`config.mk`:
```
export PLATFORM = sky130hd
export DESIGN_NAME = psc_ctrl
export DESIGN_NICKNAME = d
export VERILOG_FILES = /design/src/psc_pkg.sv /design/src/psc_ctrl.sv
export SDC_FILE = /design/constraint.sdc
export NUM_CORES = 1
export LEC_CHECK = 0
export ABC_CLOCK_PERIOD_IN_PS = 2130
export BUFFER_PORTS_ARGS = -buffer_cell sky130_fd_sc_hd__buf_4
export CAP_MARGIN = 30
export CORE_ASPECT_RATIO = 0.7
export CORE_MARGIN = 3
export CORE_UTILIZATION = 48
export CTS_CLUSTER_DIAMETER = 80
export DETAILED_ROUTE_END_ITERATION = 8
export GPL_ROUTABILITY_DRIVEN = 0
export PLACE_DENSITY = 0.78
export SLEW_MARGIN = 20
export SYNTH_ARGS = -nofsm -noshare
export SYNTH_HDL_FRONTEND = slang
export SYNTH_SLANG_ARGS = --single-unit
```
`constraint.sdc`:
```
create_clock -name clk -period 2.13 [get_ports clk]
set_input_delay 0.426 -clock clk [delete_from_list [all_inputs] [get_ports clk]]
set_output_delay 0.426 -clock clk [all_outputs]
set_load 0.02 [all_outputs]
```
`src/psc_pkg.sv`:
```
package psc_pkg;

  // default sizes
  localparam int MAX_ENTRIES_DEF = 16;
  localparam int COORD_BITS_DEF  = 24;

  // fixed field widths
  localparam int SLOT_W    = 4;
  localparam int COUNT_W   = 5;
  localparam int RADIUS_W  = 24;
  localparam int RSUM_W    = RADIUS_W + 1;
  localparam int CAT_W     = 4;
  localparam int KIND_W    = CAT_W + 2;
  localparam int LIMIT_W   = 52;
  localparam int HITCNT_W  = 4;
  localparam int PRIO_W    = 7;

  // at most this many hits per row, the end marker takes the last place
  localparam logic [HITCNT_W-1:0] MAX_HITS = 4'd15;

  // command codes carried in tuser
  localparam logic CMD_LOAD  = 1'b0;
  localparam logic CMD_CHECK = 1'b1;

  // category codes
  localparam logic [CAT_W-1:0] CAT_COLLECT = 4'd0;
  localparam logic [CAT_W-1:0] CAT_SOLID   = 4'd1;
  localparam logic [CAT_W-1:0] CAT_ATTACK  = 4'd2;
  localparam logic [CAT_W-1:0] CAT_INVINC  = 4'd3;
  localparam logic [CAT_W-1:0] CAT_ENEMY   = 4'd4;
  localparam logic [CAT_W-1:0] CAT_PLAYER  = 4'd5;
  localparam logic [CAT_W-1:0] CAT_PSHOT   = 4'd6;
  localparam logic [CAT_W-1:0] CAT_ESHOT   = 4'd7;
  localparam logic [CAT_W-1:0] CAT_GOAL    = 4'd8;

  // priorities
  localparam logic [PRIO_W-1:0] PRIO_COLLECT = 7'd120;
  localparam logic [PRIO_W-1:0] PRIO_OBJECT  = 7'd100;
  localparam logic [PRIO_W-1:0] PRIO_PLAYER  = 7'd80;
  localparam logic [PRIO_W-1:0] PRIO_SHOT    = 7'd50;
  localparam logic [PRIO_W-1:0] PRIO_GOAL    = 7'd10;
  localparam logic [PRIO_W-1:0] PRIO_NONE    = 7'd0;

  // controller to datapath commands
  typedef struct packed {
    logic wr_en;
    logic row_rd;
    logic row_latch;
    logic walk_rd;
    logic end_push;
    logic clear;
  } psc_ctl_t;

  // datapath to controller status
  typedef struct packed {
    logic adv;
    logic row_present;
    logic pipe_empty;
  } psc_sts_t;

  function automatic logic [PRIO_W-1:0] priority_of(input logic [CAT_W-1:0] cat);
    logic [PRIO_W-1:0] p;
    case (cat)
      CAT_COLLECT: p = PRIO_COLLECT;
      CAT_SOLID, CAT_ATTACK, CAT_INVINC, CAT_ENEMY: p = PRIO_OBJECT;
      CAT_PLAYER: p = PRIO_PLAYER;
      CAT_PSHOT, CAT_ESHOT: p = PRIO_SHOT;
      CAT_GOAL: p = PRIO_GOAL;
      default: p = PRIO_NONE;
    endcase
    return p;
  endfunction

  function automatic logic pair_allowed(input logic [CAT_W-1:0] a,
                                        input logic [CAT_W-1:0] b);
    logic [CAT_W-1:0] lo;
    logic [CAT_W-1:0] hi;
    logic ok;
    lo = (a < b) ? a : b;
    hi = (a < b) ? b : a;
    if (lo == hi) begin
      ok = 1'b0;
    end else if (hi == CAT_PLAYER) begin
      ok = (lo <= CAT_ENEMY);
    end else if (lo == CAT_PLAYER) begin
      ok = (hi == CAT_ESHOT) || (hi == CAT_GOAL);
    end else begin
      ok = (hi == CAT_PSHOT) && ((lo == CAT_ATTACK) || (lo == CAT_ENEMY));
    end
    return ok;
  endfunction

endpackage

```
`src/psc_ctrl.sv`:
```
module psc_ctrl
  import psc_pkg::*;
#(
  parameter int MAX_ENTRIES = MAX_ENTRIES_DEF,
  localparam int IDX_W = $clog2(MAX_ENTRIES),
  localparam int CNT_W = $clog2(MAX_ENTRIES + 1)
) (
  input  logic               clk,
  input  logic               rst,
  input  logic               in_valid,
  input  logic               in_cmd,
  input  logic [SLOT_W-1:0]  in_slot,
  input  logic [COUNT_W-1:0] in_count,
  output logic               in_ready,
  input  psc_sts_t           sts,
  output psc_ctl_t           ctl,
  output logic [IDX_W-1:0]   rd_addr
);

  typedef enum logic [2:0] {
    ST_IDLE,
    ST_ROW_RD,
    ST_ROW_LATCH,
    ST_WALK,
    ST_DRAIN,
    ST_END
  } state_t;

  state_t           state;
  logic [IDX_W-1:0] row;
  logic [IDX_W-1:0] j;
  logic [CNT_W-1:0] cnt;

  logic             accept;
  logic [CNT_W-1:0] cnt_clamped;
  logic             row_in_range;
  logic             row_none_after;
  logic             j_is_last;

  // input decode
  assign accept       = in_valid && in_ready;
  assign cnt_clamped  = (int'(in_count) > MAX_ENTRIES) ? CNT_W'(MAX_ENTRIES)
                                                       : CNT_W'(in_count);
  assign row_in_range = int'(in_slot) < int'(cnt_clamped);

  // walk bounds
  assign row_none_after = (CNT_W'(row) + CNT_W'(1)) >= cnt;
  assign j_is_last      = (CNT_W'(j) + CNT_W'(1)) == cnt;

  // commands
  always_comb begin
    ctl           = '0;
    in_ready      = (state == ST_IDLE);
    ctl.wr_en     = accept && (in_cmd == CMD_LOAD) && (int'(in_slot) < MAX_ENTRIES);
    ctl.row_rd    = (state == ST_ROW_RD);
    ctl.clear     = (state == ST_ROW_RD);
    ctl.row_latch = (state == ST_ROW_LATCH);
    ctl.walk_rd   = (state == ST_WALK) && sts.adv;
    ctl.end_push  = (state == ST_END);
    rd_addr       = (state == ST_WALK) ? j : row;
  end

  // sequencer
  always_ff @(posedge clk) begin
    if (rst) begin
      state <= ST_IDLE;
    end else begin
      case (state)
        ST_IDLE: begin
          if (accept && (in_cmd == CMD_CHECK)) begin
            row <= IDX_W'(in_slot);
            cnt <= cnt_clamped;
            state <= row_in_range ? ST_ROW_RD : ST_END;
          end
        end
        ST_ROW_RD: begin
          state <= ST_ROW_LATCH;
        end
        ST_ROW_LATCH: begin
          j <= row + IDX_W'(1);
          if (!sts.row_present || row_none_after) begin
            state <= ST_END;
          end else begin
            state <= ST_WALK;
          end
        end
        ST_WALK: begin
          if (sts.adv) begin
            if (j_is_last) begin
              state <= ST_DRAIN;
            end else begin
              j <= j + IDX_W'(1);
            end
          end
        end
        ST_DRAIN: begin
          if (sts.pipe_empty) begin
            state <= ST_END;
          end
        end
        ST_END: begin
          if (sts.adv) begin
            state <= ST_IDLE;
          end
        end
        default: begin
          state <= ST_IDLE;
        end
      endcase
    end
  end

  // checks
  a_walk_in_range: assert property (@(posedge clk) disable iff (rst)
    (state == ST_WALK) |-> (CNT_W'(j) < cnt))
    else $error("walk index past slot count");

  a_walk_on_adv: assert property (@(posedge clk) disable iff (rst)
    ctl.walk_rd |-> sts.adv)
    else $error("slot read issued while pipeline stalled");

  a_end_to_idle: assert property (@(posedge clk) disable iff (rst)
    (state == ST_END) && sts.adv |=> (state == ST_IDLE))
    else $error("end marker sent but row not closed");

endmodule

```
## Word level (Yosys, flattened, before mapping)

Cells that the tools add are included.

| operators by class | value |
|---|---|
| add/sub/neg operators | 4 |
| shifts and indexed selects | 0 |
| bitwise logic cells | 2 |
| order comparisons | 3 |
| reduce and logical (&&, ||, !) cells | 11 |
| multiply operators | 0 |
| equal/unequal tests | 12 |
| divide/modulo/power cells | 0 |
| mux-type cells | 13 |

Operators with widths:

| operator | count |
|---|---|
| $mux 3 | 7 |
| $pmux 3 s6 | 1 |
| $mux 4 | 3 |
| $add 4x1->5 const B | 2 |
| $ne 2x2->1 const B | 5 |
| $add 4x1->4 const B | 2 |
| $pmux 4 s2 | 1 |
| $eq 3x2->1 const B | 2 |
| $eq 3x3->1 const B | 2 |
| $eq 5x5->1 | 1 |
| $ge 5x5->1 | 1 |
| $gt 5x5->1 const B | 1 |
| $lt 4x5->1 | 1 |
| $mux 5 | 1 |
| $reduce_and 5->1 | 1 |
| $logic_and 1x1->1 | 4 |
| $reduce_and 4->1 | 1 |
| $eq 3x1->1 const B | 1 |
| $logic_not 3->1 | 1 |
| $reduce_and 3->1 | 1 |
| $ne 2x1->1 const B | 1 |
| $not 1->1 | 2 |
| $reduce_bool 2->1 | 1 |
| $logic_not 1->1 | 1 |
| $logic_or 1x1->1 | 1 |

| word-level totals | value |
|---|---|
| bits in registers | 16 |
| bits in latches | 0 |
| memories kept | 0 |
| bits in writable memories | 0 |
| memory bits (read-only) | 0 |
| output and inout port bits | 11 |
| word-level logic and storage cells | 49 |
| input bits | 16 |

## Longest topological paths before layout

| logic depth | value |
|---|---|
| depth after elaboration | 6 |
| depth in mapped cells | 8 |
| depth with buffers taken out | 8 |

## Worst setup path after synthesis

OpenSTA, ideal clock, no wires.

| timing path | value |
|---|---|
| path type | register to register |
| from | register j[0] |
| to | register j[0] (enable) |
| buffers on the path | 0 |
| cell stages (with the launch flop) | 7 |
| setup slack | 0.119 ns |
| arrival time | 1.672 ns |
| path through | edfxtp_1 ha_1 and3b_2 o31ai_1 and2_1 o21ai_0 a21oi_1 |

| on the way | value |
|---|---|
| longest elaborated chain between the ends | 4 |

Ends and longest elaborated chain:

| what | RTL line | text |
|---|---|---|
| start: declaration | psc_ctrl.sv:31 | `logic [IDX_W-1:0] j;` |
| start signal: assignment | psc_ctrl.sv:80 | `j <= row + IDX_W'(1);` |
| start signal: assignment | psc_ctrl.sv:92 | `j <= j + IDX_W'(1);` |
| $add 4x1->5 | psc_ctrl.sv:48 | `assign j_is_last = (CNT_W'(j) + CNT_W'(1)) == cnt;` |
| $eq 5x5->1 | psc_ctrl.sv:48 |  |
| $ne 2x2->1 (no line) | -- |  |
| $reduce_and 4->1 (no line) | -- |  |

No other way between the ends.
A chain may end at the register's enable or synchronous reset.

## Final worst setup path

| timing path | value |
|---|---|
| from | register row[1] |
| to | register state[2] |

| on the way | value |
|---|---|
| longest elaborated chain between the ends | 5 |

Ends and longest elaborated chain:

| what | RTL line | text |
|---|---|---|
| start: declaration | psc_ctrl.sv:30 | `logic [IDX_W-1:0] row;` |
| start signal: assignment | psc_ctrl.sv:71 | `row <= IDX_W'(in_slot);` |
| $add 4x1->5 | psc_ctrl.sv:47 | `assign row_none_after = (CNT_W'(row) + CNT_W'(1)) >= cnt;` |
| $ge 5x5->1 | psc_ctrl.sv:47 |  |
| $logic_or 1x1->1 | psc_ctrl.sv:81 | `if (!sts.row_present \|\| row_none_after) begin` |
| $mux 3 | psc_ctrl.sv:81 |  |
| $pmux 3 s6 | psc_ctrl.sv:68 | `case (state)` |
| end signal: assignment | psc_ctrl.sv:73 | `state <= row_in_range ? ST_ROW_RD : ST_END;` |
| end: declaration | psc_ctrl.sv:29 | `state_t state;` |

No other way between the ends.

==> out/results.tsv <==
stage	metric	value	unit
drt	wl_met1	1.18	mm
critical_path	cp_max_fo	3	
clocking	cts_buffer_depth	2	
run_status	status	finished, final reports clean	
pwr	ir_worst_vdd	0.000355	V
global_route	antenna_found_initial	0	
synth	yosysMostFrequentCell	edfxtp_1	
floorplan	row_count	14	
drt	drt_wl_total	2.57	mm
layout	n_antenna_cell	0	
global_route	grt_pass1_wl	3.94	mm
synth	netlist_area	1160	µm²
sta	slew_headroom	76.1	%
floorplan	start_util	52.2	%
pwr	total_power	1.13	mW
sta	fin_crit	2.05	ns
global_route	grt_start_max_net_pins	13	
drt	ant_nets	0	
critical_path	start_kind	register	
sta	slew_violations	0	
clocking	cts_root_buffer	clkbuf_4	
synth	synth-edff-count	13	
drt	met3_wirelength	145	µm
drt	routed-wl-met2	1.22	mm
critical_path	worst-setup-path-type	register to register	
sta	fin_ws	0.0840	ns
synth	synth_cells	120	
sta	worstMarginPinSlew	0.358	ns
synth	synth_nets	147	
drt	post_drt_wl_per_cell	13.9	µm
drt	drt_iter0_markers	58	
drt	drc	0	
floorplan	die_h	47.2	µm
synth	ys_seq_area_share	38.8	%
sta	clock.fmax	0.489	GHz
sta	fin_crit_sh	96.1	%
pwr	p_leak	0.678	nW
clocking	htreeDepth	1	
sta	holdWs	0.325	ns
global_route	grt-ovfl-total	0	
layout	nets	180	
synth	synth_seq_cells	16	
layout	final_cells	184	
synth	avgSynthCellArea	9.68	µm²
drt	routed.top_layer	met4	
synth	synthArstFlopShare	0	%
synth	yosysTopAreaCell	edfxtp_1	
synth	synth_common_cells	edfxtp_1, inv_1, ha_1, nand2_1, nor2_1	
synth	synth_top_area_share	33.6	%
job	cap_violations	0	
critical_path	arrival	2.25	ns
placed_design	dp_slack	-0.0186	ns
pwr	power_density	766	nW/µm²
floorplan	die_area	3050	µm²
global_route	grt_pass1_vias	865	
hold_path	hold_path_class	input port to register	
clocking	clkSlewWorstSetupHoldPaths	0.09	ns
clocking	cts_tree	done	
synth	synth_ff_type	edfxtp_1	
clocking	clk_latency	0.29	ns
drt	viasPerCell	5.35	
synth	yosysUniqueCellTypes	39	
floorplan	dieWidth	64.8	µm
floorplan	core-area	2220	µm²
sta	hold_viol	0	
drt	vias	984	
global_route	grt_usage	17.2	%
placed_design	placed_cells	178	
clocking	cts_buffers	3	
sta	clock-skew-final	0.00749	ns
critical_path	cp.required	2.34	ns
clocking	cts_sinks	16	
placed_design	dp_hpwl	1.99	mm
sta	setup_viol	0	
placed_design	io_buffers	26	
layout	syn_to_final_growth	26.8	%
synth	synthTopCellsByArea	edfxtp_1, ha_1, dfxtp_1, inv_1, xnor2_1	
floorplan	ios	27	
critical_path	end_kind	register	
drt	firstDrtPassIters	4	
layout	drive_gt1_share	30.9	%
synth	yosysWarningCount	0	
worst max-delay path, cell delays in order, from the launching register on:
cell,delay [ns]
edfxtp_1,0.44
ha_2,0.21
xor2_1,0.14
ha_1,0.30
nand2_1,0.07
o21ai_2,0.13
a31oi_2,0.13
a311o_1,0.35
o31ai_2,0.19
layout make-up:
class | instances | area, µm²
Inverter | 12 | 45.0
Clock buffer | 3 | 22.5
Sequential cell | 16 | 452
Fill cell | 174 | 752
Clock inverter | 1 | 3.75
Timing Repair Buffer | 33 | 248
Multi-Input combinational cell | 87 | 662
Tap cell | 32 | 40.0
flip-flops by register name, summed over array words and instances (netlist names):
signal / count
cnt: 5
j: 4
row: 4
state: 3
where the power goes:
part / leakage (nW) / total [mW] / switching [mW] / internal, mW
Combinational: 0.518 / 0.535 / 0.289 / 0.246
Sequential: 0.144 / 0.431 / 0.0432 / 0.388
Clock: 0.0154 / 0.162 / 0.0942 / 0.0681
Total: 0.678 / 1.13 / 0.427 / 0.702
per-stage QoR:
step	cell area [µm²]	setup TNS, ns	utilization, %
floorplan	1160	0	-
global placement	1410	0	63.4
detailed placement	1410	-0.0186	63.4
CTS	1450	0	65.0
global route	1470	-0.0193	66.2
finish	1470	0	66.2
routing by layer:
metal | GRT usage (%) | vias up
met2 | 28.9 | 34
met1 | 22.4 | 459
met4 | 3.78 | 0
li1 | - | 489
met3 | 5.02 | 2
met5 | 0 | -
cell usage in the layout, fill, tap and decap left out, types with 2 or more instances in the layout:
cell type  count
nand3_1        2
clkbuf_4       3
xor2_1         5
nor3_1         2
ha_1           9
o21ai_0        3
mux2_2         2
edfxtp_1      13
nor2_1         8
xnor2_1        5
a21oi_1        4
o31ai_2        2
mux2i_1        3
buf_4         33
nand2_1        8
ha_2           2
nor2b_1        3
dfxtp_1        2
and3_1         3
and2_1         3
nand2b_1       3
inv_1         12
a21boi_0       2
nor3b_1        2
kinds of logic after synthesis:
| logic type | count (synthesis) | share of synthesized area, % |
|---|---|---|
| simple gates | 40 | 19.0 |
| compound gates | 21 | 12.4 |
| buf+inv | 17 | 5.93 |
| flops | 16 | 38.8 |
| fa+ha+maj | 11 | 11.9 |
| xor+xnor | 10 | 7.54 |
| mux | 5 | 4.53 |
path summary, 6_finish.rpt:
kind | from | endpoint | slack, ns | depth (start not counted)
setup / recovery | row[1]$_DFFE_PP_ | state[2]$_SDFFE_PP0P_ | 0.08 | 8
hold / removal | in_slot[2] | row[2]$_DFFE_PP_ | 0.33 | 1
setup reg to reg | row[1]$_DFFE_PP_ | state[2]$_SDFFE_PP0P_ | 0.08 | 8
hold reg to reg | state[1]$_SDFFE_PP0P_ | state[1]$_SDFFE_PP0P_ | 0.65 | 3
timing repair:
action,4_1_cts,5_1_grt
resized for setup,1,6
endpoints found under the setup margin,5,6
setup buffers,1,1
hold buffers,0,0
No activity file was read; power rests on OpenSTA's default activity.
